$ cat src/hw/rtl/qph_pkg.sv
// ----------------------------------------------------------------------------
// qph_pkg
// Shared widths, codes and types for the quadratic-probe hash table.
// ----------------------------------------------------------------------------
package qph_pkg;

  localparam int CAPACITY   = 16384;
  localparam int SLOT_W     = $clog2(CAPACITY);
  localparam int CNT_W      = $clog2(CAPACITY + 1);
  localparam int KEY_W      = 31;
  localparam int TAG_W      = 64;
  localparam int MODE_W     = 2;
  localparam int SIZE_W     = 15;
  localparam int PROBES_W   = 15;
  localparam int SLOT_IDX_W = 14;
  localparam int DIV_CNT_W  = $clog2(KEY_W);

  localparam logic [SIZE_W-1:0] SIZE_RESET = 15'd10007;

  localparam logic [MODE_W-1:0] MODE_INSERT = 2'd0;
  localparam logic [MODE_W-1:0] MODE_SEARCH = 2'd1;
  localparam logic [MODE_W-1:0] MODE_DELETE = 2'd2;

  typedef struct packed {
    logic             used;
    logic [KEY_W-1:0] key;
    logic [TAG_W-1:0] tag;
  } qph_entry_t;

  typedef struct packed {
    logic              we;
    logic [SLOT_W-1:0] addr;
    qph_entry_t        wdata;
  } qph_mem_req_t;

  typedef struct packed {
    logic              valid;
    logic              hit;
    logic [CNT_W-1:0]  probes;
    logic [SLOT_W-1:0] slot;
  } qph_result_t;

endpackage

$ cat src/hw/rtl/qph_modsub.sv
// ----------------------------------------------------------------------------
// qph_modsub
// Shared compare-subtract unit: reduces a value below twice the size.
// ----------------------------------------------------------------------------
module qph_modsub (
  input  logic [qph_pkg::CNT_W:0]   x,
  input  logic [qph_pkg::CNT_W-1:0] n,
  output logic [qph_pkg::CNT_W-1:0] y
);
  import qph_pkg::*;

  logic [CNT_W:0] diff;

  assign diff = x - {1'b0, n};
  assign y    = (x >= {1'b0, n}) ? diff[CNT_W-1:0] : x[CNT_W-1:0];

endmodule

$ cat config.mk
export PLATFORM = sky130hd
export DESIGN_NAME = qph_modsub
export DESIGN_NICKNAME = d
export VERILOG_FILES = /design/src/hw/rtl/qph_pkg.sv /design/src/hw/rtl/qph_modsub.sv
export SDC_FILE = /design/constraint.sdc
export NUM_CORES = 1
export LEC_CHECK = 0
export ABC_AREA = 1
export BUFFER_PORTS_ARGS = -buffer_cell sky130_fd_sc_hd__buf_2
export CAP_MARGIN = 30
export CELL_PAD_IN_SITES_DETAIL_PLACEMENT = 1
export CELL_PAD_IN_SITES_GLOBAL_PLACEMENT = 2
export CORE_MARGIN = 10
export CORE_UTILIZATION = 24
export DETAILED_ROUTE_END_ITERATION = 8
export PLACE_DENSITY_LB_ADDON = 0.1
export SLEW_MARGIN = 10
export SYNTH_ARGS = -nofsm -noshare
export SYNTH_HDL_FRONTEND = slang
export SYNTH_SLANG_ARGS = --single-unit
$ cat constraint.sdc
create_clock -name vclk -period 2.07
set_clock_uncertainty 0.1 [all_clocks]
set_input_delay 0.207 -clock vclk [all_inputs]
set_output_delay 0.207 -clock vclk [all_outputs]
set_load 0.02 [all_outputs]
### After elaboration in Yosys (flattened, before gate mapping)

Index checks and enable logic that the tools add are counted.

* flip-flop bits (word level): 0
* word-level logic and storage cells: 3

* magnitude comparators: 1
* add/subtract/negate cells: 1
* mux-type cells: 1

Operator list (count)
* 16-bit by 15-bit greater-or-equal comparator with 1-bit output: 1
* 15-bit two-way mux: 1
* 15-bit subtractor: 1

### Longest topological paths before layout

* depth in word-level cells: 2
* mapped depth: 14
* gate-level depth less buffers: 13

### Worst setup path after synthesis

No wires, ideal clock.

* path type: input to output
* start: input port x[0] in the netlist's numbering
* end: output port y[10] in the netlist's numbering
* slack: 0.095 ns
* arrival: 1.668 ns
* buffers on the path: 1
* data required time: 1.763 ns
* stages on the path: 14
* path through: inv_1 > ha_1 > fa_1 > inv_1 > nand2_1 > nand2_1 > nand3_2 > nand3_2 > nand2_2 > nand2_4 > inv_4 > buf_12 > nand2_2 > nand2_1

* longest elaborated chain between the ends: 2

Ends and longest elaborated chain
* start: declaration: RTL line qph_modsub.sv:6 `input logic [qph_pkg::CNT_W:0] x,`
* 15-bit subtractor / 16-bit by 15-bit greater-or-equal comparator with 1-bit output (equally long branches): RTL line qph_modsub.sv:14, qph_modsub.sv:15
* 15-bit two-way mux (*): RTL line qph_modsub.sv:15 `assign y = (x >= {1'b0, n}) ? diff[CNT_W-1:0] : x[CNT_W-1:0];`
* end: declaration: RTL line qph_modsub.sv:8 `output logic [qph_pkg::CNT_W-1:0] y`

Every way passes the cells marked *; elsewhere a longest branch is shown, timed or not.

### Worst setup path in the final report

* start: input port x[0] in the netlist's numbering
* end: output port y[9] in the netlist's numbering

Same word-level chain as after synthesis.

==> impl_metrics.json <==
{
  "status": "finished clean",
  "die_h_um": 91.8,
  "start_util_pct": 24.6,
  "crit_fanout": 8,
  "n_fill_cell": 725,
  "period_share_pct": 97.8,
  "start_kind": "input port",
  "die_x_um": 91.8,
  "drive_gt1_share_pct": 41.5,
  "firstDrtPassIters": 4,
  "tightest_slew_ns": 0.201,
  "diodes": 0,
  "ys_seq_area_share_pct": 0,
  "synth_cell_types": 23,
  "drv_slew": 0,
  "grt_pass1_vias": 1803,
  "slowest_stage": "fa_2",
  "p_per_area_nw_per_um2": 351,
  "multiInputGateArea_um2": 1140,
  "end_kind": "primary output",
  "nClkBuffers": 0,
  "stdcell_count": 398,
  "cp_cell_sequence": "buf_8, inv_6, ha_4, fa_2, inv_2, nand2_2, nand2_2, nand3_2, nand3_2, nand2_2, nand2_4, buf_12, nand3_1, nand2_1, buf_6",
  "cp_slowest_stage_delay_ns": 0.33,
  "synth_largest_area_cell": "nand2_1",
  "layout.nets": 377,
  "maxCapViolations": 0,
  "antenna_found_initial": 0,
  "placedCellCount": 395,
  "final_common_cell": "nand2_1",
  "worstSetupPathType": "input port to primary output",
  "grt_usage_pct": 10.3,
  "cp_common_cell": "nand2_2",
  "rsz0062_at_grt": "true",
  "grt_max_degree": 14,
  "arrival_ns": 1.72,
  "wl_um": 4620,
  "io_pins": 46,
  "cts_hold_buf": 0,
  "num_vias": 1663,
  "dp_hpwl_um": 4010,
  "synth.cell_area_um2": 1240,
  "synth_area_leaders": "nand2_1, inv_1, ha_1",
  "syn_inst": 245,
  "row_count": 26,
  "synth_top_area_share_pct": 29.1,
  "finalWeightedCongestion": 0.761,
  "antenna_left": 0,
  "post-route-min-period_ns": 2.02,
  "grt-ovfl-total": 0,
  "power_mw": 0.733,
  "regArea_um2": 0,
  "critical_path_required_ns": 1.76,
  "hold_viol": 0,
  "grt_pass1_wl_um": 7730,
  "core-area_um2": 5040,
  "drtIter0Drc": 35,
  "seq_cells": 0,
  "power_leakage_nw": 1.26,
  "ir_drop_uv": 128,
  "syn2layout_area_growth_pct": 68.6,
  "syn_nets": 292,
  "die_area_um2": 8430,
  "syn_area_per_cell_um2": 5.06,
  "setup_viol": 0,
  "fmax_ghz": 0.494,
  "hp-class": "input port to primary output",
  "setup-tns-final_ns": 0,
  "relSlewSlack_pct": 86.4,
  "drc": 0,
  "layout_common_cells": "nand2_1, inv_1, buf_4, buf_2, nand2_2",
  "io_buffers": 46,
  "wl_per_cell_um": 11.6,
  "final_core_util_pct": 41.4,
  "ys_warn_count": 0,
  "vias_per_cell": 4.18
}
per-stage QoR:
stage               worst slack (ns)  area, um^2  hold slack [ns]
floorplan                     0.0950        1240            0.476
global placement              -0.110        1810            0.655
detailed placement            -0.178        1810            0.660
CTS                         -0.00129        1880            0.643
global route                 -0.0703        2090            0.663
finish                        0.0458        2090            0.638
layout make-up:
cell class | count | share of cell area [%]
multi-input cells | 186 | 54.6
inverters | 57 | 10.8
repair buffers | 85 | 30.4
well taps | 70 | 4.19
synth_stat cells:
cell	count
nand3_1	17
o21ai_0	3
nand4_1	2
a21oi_1	6
buf_12	1
fa_1	1
inv_4	1
nand2_4	1
xor2_1	5
or2_2	1
inv_2	2
nand2_1	96
nor2_2	2
nand3_2	2
buf_6	1
a21oi_2	1
nand3b_1	2
ha_1	15
or2_0	1
nand2_2	13
and2_1	3
nor2_1	15
inv_1	54
routing by layer:
layer	wire, um	vias up	track usage [%]
met5	0	-	0
met4	0	0	0
met3	175	0	1.30
met2	2250	24	19.5
met1	2200	745	12.8
li1	-	894	-
worst paths after layout:
kind | from | end | slack (ns) | cells after the start
worst max-delay path | x[0] | y[9] | 0.05 | 15
worst min-delay path | x[12] | y[12] | 0.64 | 4
worst max-delay path, delay by kind of cell:
kind,cells,cell delay [ns]
buffers and inverters,5,0.42
adders and majority gates,2,0.48
and+or+nand+nor,8,0.61
where the power goes:
group | internal (mW) | total [mW] | switching [mW] | leakage (nW)
registers | 0 | 0 | 0 | 0
logic | 0.346 | 0.733 | 0.387 | 1.26
clock network | 0 | 0 | 0 | 0
total | 0.346 | 0.733 | 0.387 | 1.26
cell families after synthesis:
logic type               count (synthesis)  synth area share [%]
AO/OA/AOI/OAI                           10                  4.34
adder cells (fa/ha/maj)                 16                  16.8
XOR/XNOR                                 5                  3.54
buffers and inverters                   59                  20.0
AND/OR/NAND/NOR                        155                  55.4
timing repair:
action                     in CTS  in global routing
gates resized for setup        22                 43
setup buffers                   1                  2
pin swaps                       6                 17
setup endpoints to repair      15                 15
(Power assumes the default switching activity.)
