$ cat src/hw/rtl/qph_pkg.sv
// ----------------------------------------------------------------------------
// qph_pkg
// Shared widths, codes and types for the quadratic-probe hash table.
// ----------------------------------------------------------------------------
package qph_pkg;

  localparam int CAPACITY   = 16384;
  localparam int SLOT_W     = $clog2(CAPACITY);
  localparam int CNT_W      = $clog2(CAPACITY + 1);
  localparam int KEY_W      = 31;
  localparam int TAG_W      = 64;
  localparam int MODE_W     = 2;
  localparam int SIZE_W     = 15;
  localparam int PROBES_W   = 15;
  localparam int SLOT_IDX_W = 14;
  localparam int DIV_CNT_W  = $clog2(KEY_W);

  localparam logic [SIZE_W-1:0] SIZE_RESET = 15'd10007;

  localparam logic [MODE_W-1:0] MODE_INSERT = 2'd0;
  localparam logic [MODE_W-1:0] MODE_SEARCH = 2'd1;
  localparam logic [MODE_W-1:0] MODE_DELETE = 2'd2;

  typedef struct packed {
    logic             used;
    logic [KEY_W-1:0] key;
    logic [TAG_W-1:0] tag;
  } qph_entry_t;

  typedef struct packed {
    logic              we;
    logic [SLOT_W-1:0] addr;
    qph_entry_t        wdata;
  } qph_mem_req_t;

  typedef struct packed {
    logic              valid;
    logic              hit;
    logic [CNT_W-1:0]  probes;
    logic [SLOT_W-1:0] slot;
  } qph_result_t;

endpackage

$ cat src/hw/rtl/qph_ctrl.sv
// ----------------------------------------------------------------------------
// qph_ctrl
// Sequencer: clear sweep, key mod size, then probes, each a memory read state followed by an evaluate state.
// ----------------------------------------------------------------------------
module qph_ctrl (
  input  logic                        clk,
  input  logic                        rst_n,
  input  logic                        start,
  input  logic [qph_pkg::MODE_W-1:0]  mode,
  input  logic [qph_pkg::KEY_W-1:0]   key,
  input  logic [qph_pkg::TAG_W-1:0]   tag,
  input  logic [qph_pkg::CNT_W-1:0]   n_in,
  output logic                        busy,
  output logic [qph_pkg::CNT_W:0]     ms_x,
  output logic [qph_pkg::CNT_W-1:0]   ms_n,
  input  logic [qph_pkg::CNT_W-1:0]   ms_y,
  output qph_pkg::qph_mem_req_t       mem_req,
  input  qph_pkg::qph_entry_t         mem_rd,
  output qph_pkg::qph_result_t        result
);
  import qph_pkg::*;

  typedef enum logic [4:0] {
    S_CLEAR = 5'b00001,
    S_IDLE  = 5'b00010,
    S_DIV   = 5'b00100,
    S_RD    = 5'b01000,
    S_EV    = 5'b10000
  } state_t;

  state_t                state_r, state_nxt;
  logic [SLOT_W-1:0]     clr_r, clr_nxt;
  logic                  valid_r, valid_nxt;
  logic [MODE_W-1:0]     mode_r, mode_nxt;
  logic [KEY_W-1:0]      key_r, key_nxt;
  logic [KEY_W-1:0]      key_sh_r, key_sh_nxt;
  logic [TAG_W-1:0]      tag_r, tag_nxt;
  logic [CNT_W-1:0]      n_r, n_nxt;
  logic [CNT_W-1:0]      rem_r, rem_nxt;
  logic [DIV_CNT_W-1:0]  div_cnt_r, div_cnt_nxt;
  logic [CNT_W-1:0]      d_r, d_nxt;
  logic [CNT_W-1:0]      s_r, s_nxt;
  logic [CNT_W-1:0]      i_r, i_nxt;
  logic                  hit_r, hit_nxt;
  logic [CNT_W-1:0]      probes_r, probes_nxt;
  logic [SLOT_W-1:0]     where_r, where_nxt;
  logic                  match;
  logic                  last;
  logic                  done;
  logic                  adv;

  assign match = mem_rd.used && (mem_rd.key == key_r) && (mem_rd.tag == tag_r);
  assign last  = (i_r == n_r - CNT_W'(1));
  assign ms_n  = n_r;

  always_comb begin
    state_nxt   = state_r;
    clr_nxt     = clr_r;
    mode_nxt    = mode_r;
    key_nxt     = key_r;
    key_sh_nxt  = key_sh_r;
    tag_nxt     = tag_r;
    n_nxt       = n_r;
    rem_nxt     = rem_r;
    div_cnt_nxt = div_cnt_r;
    d_nxt       = d_r;
    s_nxt       = s_r;
    i_nxt       = i_r;
    hit_nxt     = hit_r;
    probes_nxt  = probes_r;
    where_nxt   = where_r;
    ms_x        = '0;
    mem_req     = '{we: 1'b0, addr: s_r[SLOT_W-1:0], wdata: '0};
    done        = 1'b0;
    adv         = 1'b0;

    case (state_r)
      S_CLEAR: begin
        mem_req.we   = 1'b1;
        mem_req.addr = clr_r;
        clr_nxt      = clr_r + SLOT_W'(1);
        if (clr_r == SLOT_W'(CAPACITY - 1)) begin
          state_nxt = S_IDLE;
        end
      end
      S_IDLE: begin
        if (start) begin
          mode_nxt    = mode;
          key_nxt     = key;
          key_sh_nxt  = key;
          tag_nxt     = tag;
          n_nxt       = n_in;
          rem_nxt     = '0;
          div_cnt_nxt = '0;
          d_nxt       = '0;
          i_nxt       = '0;
          hit_nxt     = 1'b0;
          probes_nxt  = '0;
          where_nxt   = '0;
          state_nxt   = S_DIV;
        end
      end
      S_DIV: begin
        ms_x        = {rem_r, key_sh_r[KEY_W-1]};
        rem_nxt     = ms_y;
        key_sh_nxt  = key_sh_r << 1;
        div_cnt_nxt = div_cnt_r + DIV_CNT_W'(1);
        if (div_cnt_r == DIV_CNT_W'(KEY_W - 1)) begin
          s_nxt = ms_y;
          if (mode_r inside {MODE_INSERT, MODE_SEARCH, MODE_DELETE}) begin
            state_nxt = S_RD;
          end else begin
            done = 1'b1;
          end
        end
      end
      S_RD: begin
        ms_x      = (CNT_W+1)'(d_r) + (CNT_W+1)'(2);
        d_nxt     = (n_r == CNT_W'(1)) ? '0 : ms_y;
        state_nxt = S_EV;
      end
      S_EV: begin
        ms_x = (CNT_W+1)'(s_r) + (CNT_W+1)'(d_r);
        case (mode_r)
          MODE_INSERT: begin
            if (!mem_rd.used) begin
              mem_req.we    = 1'b1;
              mem_req.wdata = '{used: 1'b1, key: key_r, tag: tag_r};
              hit_nxt       = 1'b1;
              where_nxt     = s_r[SLOT_W-1:0];
              done          = 1'b1;
            end else if (last) begin
              done = 1'b1;
            end else begin
              adv = 1'b1;
            end
          end
          MODE_SEARCH: begin
            if (!mem_rd.used) begin
              done = 1'b1;
            end else begin
              probes_nxt = probes_r + CNT_W'(1);
              if (match) begin
                hit_nxt   = 1'b1;
                where_nxt = s_r[SLOT_W-1:0];
                done      = 1'b1;
              end else if (last) begin
                done = 1'b1;
              end else begin
                adv = 1'b1;
              end
            end
          end
          MODE_DELETE: begin
            if (match) begin
              mem_req.we = 1'b1;
              hit_nxt    = 1'b1;
            end
            if (last) begin
              done = 1'b1;
            end else begin
              adv = 1'b1;
            end
          end
          default: begin
            done = 1'b1;
          end
        endcase
        if (adv) begin
          s_nxt     = ms_y;
          i_nxt     = i_r + CNT_W'(1);
          state_nxt = S_RD;
        end
      end
      default: begin
        state_nxt = S_IDLE;
      end
    endcase

    valid_nxt = done;
    if (done) begin
      state_nxt = S_IDLE;
    end
  end

  always_ff @(posedge clk) begin
    if (!rst_n) begin
      state_r <= S_CLEAR;
      clr_r   <= '0;
      valid_r <= 1'b0;
    end else begin
      state_r <= state_nxt;
      clr_r   <= clr_nxt;
      valid_r <= valid_nxt;
    end
  end

  always_ff @(posedge clk) begin
    mode_r    <= mode_nxt;
    key_r     <= key_nxt;
    key_sh_r  <= key_sh_nxt;
    tag_r     <= tag_nxt;
    n_r       <= n_nxt;
    rem_r     <= rem_nxt;
    div_cnt_r <= div_cnt_nxt;
    d_r       <= d_nxt;
    s_r       <= s_nxt;
    i_r       <= i_nxt;
    hit_r     <= hit_nxt;
    probes_r  <= probes_nxt;
    where_r   <= where_nxt;
  end

  assign busy   = (state_r != S_IDLE);
  assign result = '{valid: valid_r, hit: hit_r, probes: probes_r, slot: where_r};

endmodule

$ cat config.mk
export PLATFORM = sky130hd
export DESIGN_NAME = qph_ctrl
export DESIGN_NICKNAME = d
export VERILOG_FILES = /design/src/hw/rtl/qph_pkg.sv /design/src/hw/rtl/qph_ctrl.sv
export SDC_FILE = /design/constraint.sdc
export NUM_CORES = 1
export LEC_CHECK = 0
export BUFFER_PORTS_ARGS = -buffer_cell sky130_fd_sc_hd__buf_2
export CAP_MARGIN = 10
export CORE_AREA = 2 2 171 173
export DETAILED_ROUTE_END_ITERATION = 10
export DIE_AREA = 0 0 173 175
export PLACE_DENSITY = 0.76
export SLEW_MARGIN = 5
export SYNTH_ARGS = -nofsm -noshare
export SYNTH_HDL_FRONTEND = slang
export SYNTH_SLANG_ARGS = --single-unit
$ cat constraint.sdc
create_clock -name clk -period 4.36 [get_ports clk]
set_clock_uncertainty 0.2 [all_clocks]
set_input_delay 1.09 -clock clk [delete_from_list [all_inputs] [get_ports clk]]
set_output_delay 1.09 -clock clk [all_outputs]
set_load 0.05 [all_outputs]
Word-level counts from Yosys, hierarchy flattened --
Cells that the tools add are included.
Cells by class: bitwise logic cells 1, reductions and logical operators 19, muxes and demuxes 58, eq/ne operators 31, add/subtract/negate cells 7
Operator list (count):
- $mux W96 | 3
- $pmux W15 S2 | 5
- $mux W15 | 7
- $mux W14 | 5
- $eq A64 B64 Y1 | 1
- $pmux W31 S2 | 1
- $pmux W14 S2 | 2
- $pmux W16 S3 | 1
- $eq A31 B31 Y1 | 1
- $mux W31 | 1
- $add A15 B1 Y15 const B | 2
- $mux W5 | 6
- $ne A3 B3 Y1 const B | 9
- $pmux W5 S5 | 1
- $mux W1 | 17
- $add A15 B15 Y16 | 1
- $add A15 B2 Y16 const B | 1
- $eq A15 B1 Y1 const B | 1
- $eq A15 B15 Y1 | 1
- $reduce_and A5 Y1 | 3
- $sub A15 B1 Y15 const B | 1
- $add A14 B1 Y14 const B | 1
- $eq A14 B14 Y1 const B | 1
- $ne A2 B2 Y1 const B | 7
- 24 further kinds | 37
Storage, ports and cells: logic and storage cells 133, input port bits 226, bits in registers 258, output and inout port bits 174

Logic depth before layout (Yosys ltp) --
Gate-level depths: netlist (run 1).
word-level depth 10, depth in mapped cells 10, gate-level depth less buffers 10

Worst setup path before layout (run 1) --
OpenSTA, ideal clock, no wires.
path kind register -> output, start register d_r[0], end output ms_x[14] (netlist bit), data required time 3070 ps, arrival 3335 ps, stages on the path, launching flop included 10, buffers on the path 0, setup slack -265 ps, path through edfxtp_1 ha_1 fa_1 a21oi_1 o211ai_1 o41ai_1 o2111ai_1 a31oi_1 mux2i_1 o21ai_0
Between the ends: word-level cells in the longest chain between the ends 2, elaborated cells on any way between the ends 3, classes of those cells 2 x add/sub; 1 x mux
RTL lines:
- start, declared | line qph_ctrl.sv:41 | logic [CNT_W-1:0] d_r, d_nxt;
- start signal, assigned | line qph_ctrl.sv:206 | d_r <= d_nxt;
- $add A15 B15 Y16 or $add A15 B2 Y16 (tied branches) | line qph_ctrl.sv:123, qph_ctrl.sv:118
- $pmux W16 S3 (*) | line qph_ctrl.sv:77 | case (state_r)
- end, declared | line qph_ctrl.sv:14 | output logic [qph_pkg::CNT_W:0] ms_x,
Mark *: on every way between the ends. The rest lies on a longest branch, timed or not.

Worst setup path in the final report (run 1) --
Ends and elaborated chain as after synthesis.

==> results of run 1 <==
==> per-stage QoR <==
stage | total power (uW) | worst slack (ns) | instance area, um2
4_1_cts | 5950 | -0.241 | 17000
3_3_place_gp | 3210 | -0.200 | 15800
5_1_grt | 6090 | -0.298 | 17100
2_1_floorplan | 3010 | 0.0967 | 13200
6_report | 5920 | -0.182 | 17100
3_5_place_dp | 3220 | -0.214 | 15800
==> registers in the layout (all words and copies together) (netlist names), 15 cells and up <==
| name | count |
|---|---|
| d_r | 15 |
| tag_r | 64 |
| key_sh_r | 31 |
| key_r | 31 |
| i_r | 15 |
| ms_n | 15 |
| s_r | 15 |
| probes_r | 15 |
| rem_r | 15 |
==> layout make-up <==
class / instances / area, um2 / area share (%)
clock inverter: 14 / 285 / 1.67
sequential: 258 / 7550 / 44.1
antenna: 5 / 12.5 / 0.0731
clock buffer: 40 / 797 / 4.66
inverter: 26 / 100 / 0.585
multi-input combinational: 857 / 5560 / 32.5
tap: 384 / 480 / 2.81
timing repair buffer: 432 / 2330 / 13.6
==> logic make-up after synthesis <==
kind of cell	Yosys count	share of synthesized area, %
and+or+nand+nor	562	22.0
xor gates and xnor gates	143	9.48
muxes	5	0.388
DFF	258	57.1
buffers and inverters	67	1.97
AOI/OAI and AO/OA	119	6.29
adders and majority gates	28	2.71
==> worst max path at each step <==
stage          startpoint           end  slack [ns]
3_3_place_gp   mem_rd[13]  mem_req[110]       -0.20
2_1_floorplan  mem_rd[50]    where_r[0]         0.1
6_report           d_r[0]      ms_x[14]       -0.18
4_1_cts            s_r[0]      ms_x[14]       -0.24
3_5_place_dp   mem_rd[13]  mem_req[110]       -0.21
5_1_grt            d_r[0]      ms_x[14]       -0.30
==> worst reg2reg max path, stage by stage (launching register included) <==
cell	delay (ns)
edfxtp_1	0.48
or4_1	0.68
or4_4	0.59
a2111oi_4	0.41
nand3b_2	0.14
a2111oi_4	0.35
nor2_1	0.09
o211ai_1	0.17
o21ai_1	0.18
buf_12	0.20
==> Yosys cell counts, drive strengths merged (3+ instances only) <==
| master | count | share of area, % |
|---|---|---|
| a21oi | 23 | 0.87 |
| nor2b | 14 | 0.66 |
| o21ai | 32 | 1.2 |
| a2111o | 3 | 0.26 |
| and2 | 148 | 7.0 |
| a31oi | 4 | 0.19 |
| nor3 | 19 | 0.72 |
| nor2 | 60 | 1.7 |
| o2111ai | 7 | 0.46 |
| ha | 27 | 2.6 |
| buf | 7 | 0.27 |
| dfxtp | 20 | 3.0 |
| nor4 | 13 | 0.62 |
| or4 | 6 | 0.40 |
| and3 | 18 | 0.86 |
| nand3b | 5 | 0.31 |
| xnor2 | 84 | 5.6 |
| nand2 | 184 | 5.2 |
| mux2i | 4 | 0.30 |
| or3 | 10 | 0.47 |
| nand4 | 18 | 0.85 |
| inv | 26 | 0.74 |
| nand3 | 30 | 1.1 |
| clkbuf | 34 | 0.97 |
| edfxtp | 238 | 54 |
| or2 | 3 | 0.14 |
| o21bai | 3 | 0.17 |
| a2111oi | 4 | 0.55 |
| a21boi | 4 | 0.23 |
| o211ai | 4 | 0.23 |
| xor2 | 59 | 3.9 |
| nand2b | 21 | 0.99 |
| o221ai | 4 | 0.27 |
| o31ai | 4 | 0.23 |
| a211oi | 3 | 0.17 |
| a22oi | 11 | 0.63 |
==> metal layers <==
layer / routed length [um] / global-route usage (%) / vias to the layer above
met1: 17100 / 34.6 / 5060
met2: 19000 / 42.4 / 421
met5: 106 / 0 / -
met4: 932 / 6.36 / 18
met3: 3140 / 6.33 / 93
li1: - / - / 5030
==> power groups by stage <==
stage,logic [uW],registers [uW],clock network [uW]
finish,430,2740,2740
global route,463,2750,2880
CTS,427,2740,2780
detailed placement,422,2790,0
global placement,416,2790,0
floorplan,217,2800,0
==> what timing repair did <==
item | CTS | global route
buffers inserted | 7 | 5
gates cloned | 0 | 0
pin swaps | 14 | 11
resized for setup | 31 | 10
setup endpoints to repair | 10 | 10
hold endpoints to repair | 0 | 0
==> impl_metrics.ini, run 1 <==
[yosys]
synth_seq_area_share_pct = 57.1
ys_seq_elements = 258
synth_top_flop_cell = edfxtp_1
synthArstFlopShare_pct = 0
syn_area_um2 = 13200
synth_warnings = 0
synth_nets = 1436
ys_types = 62
synth_edf_count = 238
syn_avg_cell_area_um2 = 11.2
netlist_instances = 1182

[setup_path]
reg2reg_depth = 9
cp-start-kind = flop
worstSetupPathType = reg -> out
slowest_delay_ns = 0.41
cp.required_ns = 3.07
critical_path.slowest_cell = edfxtp_1
timing.rr.end = s_r[5]
arrival_ns = 3.25
critical_path.max_fanout = 2
cp.buffers_inverters = 2
r2r_slack_ns = 0.63
r2r_start = ms_n[5]
path_delay_family = compound AO/OA/AOI/OAI gates
cp-end-kind = output port
cp_cell_sequence = ha_2 -> fa_2 -> a21oi_2 -> o211ai_1 -> o41ai_2 -> buf_4 -> o2111ai_4 -> a31oi_2 -> mux2i_1 -> o21ai_1 -> buf_6
cp_num_cells = 11

[timing]
setup_viol_count_final = 7
rsz0062_at_grt = true
hold_ws_ns = 0.302
min_period_ns = 4.54
fmax_ghz = 0.220
post-route-period-util_pct = 104
fin_ws_ns = -0.182
tightest_slew_ns = 1.01
maxSlewViolCount = 0
hold_viol = 0
slew_headroom_pct = 32.6
setup_tns_ns = -0.515

[pwr]
switching_power_uw = 1270
p_comb_share_pct = 7.3
clkPwrFrac_pct = 46.4
powerDensity_nw_per_um2 = 346
intPower_uw = 4640
seq_power_share_pct = 46.4
swShare_pct = 21.5
peakVddDrop_v = 0.000342
p_leak_uw = 0.00716

[hold_path]
hp-start = clr_r[1]
whs_path_depth = 2
hp-class = reg -> reg
holdPathEnd = clr_r[1]

[clocking]
cts_tree = done
cts_num_sinks = 258
root_buffer = clkbuf_16
clkTransAtPathRegs_ns = 0.06
postCtsHoldBufs = 0
cts_made_buffers = 29
ctsHtreeMaxLevel = 1
insertion_delay_ns = 0.56
ctsLongestPathBuffers = 3

[global_routing]
grt_pass1_wl_mm = 60.3
antenna_found_initial = 14
grt_max_degree = 73
grt.total_usage_pct = 25.8
grt_pass1_vias = 10400
grt_overflow = 0

[route]
vias_per_cell = 5.27
routedWlPerCell_um = 20.0
drt_iter0_drc = 762
via_count = 10600
routed_wl_mm = 40.3
drtPass1Iterations = 5
ant_nets = 0
drc_errors = 0

[layout]
fillerInstances = 2366
fin_util_pct = 60.3
areaGrowthSynthToFinish_pct = 29.6
drive_gt1_share_pct = 31.7
layoutNonFillerInstCount = 2016
nNetsFinal = 1858
final_common_cell = buf_2
final_cell_mix = buf_2, edfxtp_1, nand2_1

[status]
violations = negative setup slack
status = complete, but fails checks

[job]
drv_cap = 0

[floorplan]
initial_utilization_pct = 46.5
die_w_um = 173
die_h_um = 175
core_area_um2 = 28400
dieArea_um2 = 30300
rows = 62
io_pins = 400

[place]
dp_cells = 1945
port_buffers = 399
dp_hpwl_mm = 30.5
gp_congestion = 0.937
Note: power is estimated with default switching activity, not from simulation.
==> run 2: changes to the inputs <==
- ABC_AREA: not set -> 1
- CORE_AREA: 2 2 171 173 -> 2 2 174 176
- DIE_AREA: 0 0 173 175 -> 0 0 176 178
- PLACE_DENSITY: 0.76 -> 0.77
==> run 2 against run 1 <==
  * The flow now finishes without violations
  * Critical path depth is 4 higher
  * Clock power is 15% lower
  * Maximum frequency increased by 7.0%
  * Final cell count grew 25%
  * Via count grew 20%
  * Critical endpoint is now ms_x[9]
  * Largest cell class unchanged
  * First-iteration DRC count grew 60%
==> impl_metrics.ini, run 2 <==
[layout]
drive_gt1_share_pct = 25.4
largest_reg_flops = 64
fillerInstances = 2629
top_regs = tag_r: 64 flops, key_r: 31 flops, key_sh_r: 31 flops
nNetsFinal = 2366
areaGrowthSynthToFinish_pct = 26.8
final_cell_mix = nand2_1, buf_2, nor2_1
top_register = tag_r
final_area_um2 = 17700
layoutNonFillerInstCount = 2529
final_common_cell = nand2_1

[clocking]
postCtsHoldBufs = 0
cts_num_sinks = 258
root_buffer = clkbuf_16
ctsLongestPathBuffers = 3
cts_tree = done
ctsHtreeMaxLevel = 1
clkTransAtPathRegs_ns = 0.06
insertion_delay_ns = 0.54
cts_made_buffers = 29

[place]
dp_cells = 2462
dp_slack_ns = 0.230
dp_hpwl_mm = 34.9
gp_congestion = 1.01
port_buffers = 399
placed_area_um2 = 16500

[setup_path]
cp-end-kind = output port
r2r_slack_ns = 1.36
cp.required_ns = 3.07
cp_cell_sequence = ha_4 -> nand3_2 -> nand2_2 -> nand2_2 -> nand2_2 -> a21oi_2 -> nor2_1 -> nor2_1 -> o21bai_1 -> nand2_1 -> o21ai_2 -> a21oi_2 -> o21ai_1 -> o211ai_1 -> buf_4
critical_path.slowest_cell = edfxtp_1
critical_path.max_fanout = 5
reg2reg_depth = 14
slowest_delay_ns = 0.46
cp-start-kind = flop
crit_path_frequent_cell = nand2_2
arrival_ns = 2.96
worstSetupPathType = reg -> out

[global_routing]
grt.total_usage_pct = 27.2
grt_overflow = 0
grt_max_degree = 113
grt_pass1_wl_mm = 64.7
antenna_found_initial = 6
grt_pass1_vias = 11800

[job]
drv_cap = 0

[timing]
rsz0062_at_grt = true
hold_viol = 0
maxSlewViolCount = 0
post-route-period-util_pct = 97.4
fin_ws_ns = 0.114
fmax_ghz = 0.236
min_period_ns = 4.25
tightest_slew_ns = 0.879
setup_viol_count_final = 0
slew_headroom_pct = 41.3
setup_tns_ns = 0

[route]
routed_wl_mm = 44.6
via_count = 12700
drt_iter0_drc = 1219
routedWlPerCell_um = 17.6
drtPass1Iterations = 5
ant_nets = 0
drc_errors = 0
vias_per_cell = 5.03

[yosys]
netlist_instances = 1692
synth_edf_count = 238
synthTopCellsByArea = edfxtp_1, nand2_1, nor2_1, inv_1, o21ai_0
ys_seq_elements = 258
synth_nets = 1946
yosys.area.top_type_share_pct = 51.3
synth_seq_area_share_pct = 54.2
synth_top_flop_cell = edfxtp_1
ys_types = 46
synth_warnings = 0
syn_area_um2 = 13900
synth_commonest_cells = nand2_1, nor2_1, inv_1
synthArstFlopShare_pct = 0
synth_top_cell_by_area = edfxtp_1
syn_avg_cell_area_um2 = 8.23
yosysMostFrequentCell = nand2_1

[pwr]
p_leak_uw = 0.00851
total_power_uw = 5550
peakVddDrop_v = 0.000304
powerDensity_nw_per_um2 = 314

[floorplan]
dieArea_um2 = 31300
rows = 63
core_area_um2 = 29400
die_w_um = 176
initial_utilization_pct = 47.4
die_h_um = 178
io_pins = 400

[status]
status = completed

[hold_path]
whs_path_depth = 2
hp-class = reg -> reg
-- run 2: through the flow --
stage               hold WS (ns)  utilization (%)
floorplan                  0.252                -
global placement           0.272             56.1
detailed placement         0.279             56.1
CTS                        0.288             59.3
global route               0.305             60.0
finish                     0.289             60.1
-- run 2: final timing paths --
check                                from         to
worst min register to register  clr_r[13]  clr_r[13]
worst min-delay path            clr_r[13]  clr_r[13]
worst max register to register    ms_n[0]    s_r[14]
worst max-delay path               d_r[2]    ms_x[9]
-- run 2: logic make-up after synthesis --
| logic type | synth area share [%] |
|---|---|
| adders and majority gates | 2.57 |
| DFF | 54.2 |
| xor gates and xnor gates | 1.57 |
| buffers and inverters | 8.81 |
| AOI/OAI and AO/OA | 6.40 |
| and+or+nand+nor | 26.5 |
-- run 2: cell type report --
cell class / instances / area [um2] / share of cell area (%)
repair buffers: 425 / 2250 / 12.8
inverters: 287 / 1080 / 6.12
clock buffers: 44 / 832 / 4.71
flip-flops and latches: 258 / 7550 / 42.7
multi-input cells: 1111 / 5370 / 30.4
clock inverters: 9 / 78.8 / 0.446
well taps: 390 / 488 / 2.76
diodes: 5 / 12.5 / 0.0709
-- run 2: report_power, final --
part           internal [uW]  total (uW)  switching, uW
logic                    161         466            305
clock network           1370        2340            974
registers               2720        2740           19.2
-- run 2: critical path: cells and delay by family (launching register included) --
family	cells	cell delay, ns
DFF	1	0.46
and+or+nand+nor	7	0.61
buffers and inverters	1	0.22
AOI/OAI and AO/OA	6	0.78
adders and majority gates	1	0.34
-- run 2: timing repair --
action,CTS,global route
setup buffers,1,8
hold endpoints to repair,0,0
cloned,0,0
gates resized for setup,5,36
pin swaps,1,11
setup endpoints to repair,2,6
-- run 2: metal layers --
layer	GRT usage (%)	share of wire, %	vias up
met5	0	0.052	-
li1	-	-	6236
met4	8.85	3.5	4
met1	37.2	43	5897
met3	3.82	6.6	86
met2	44.9	47	491
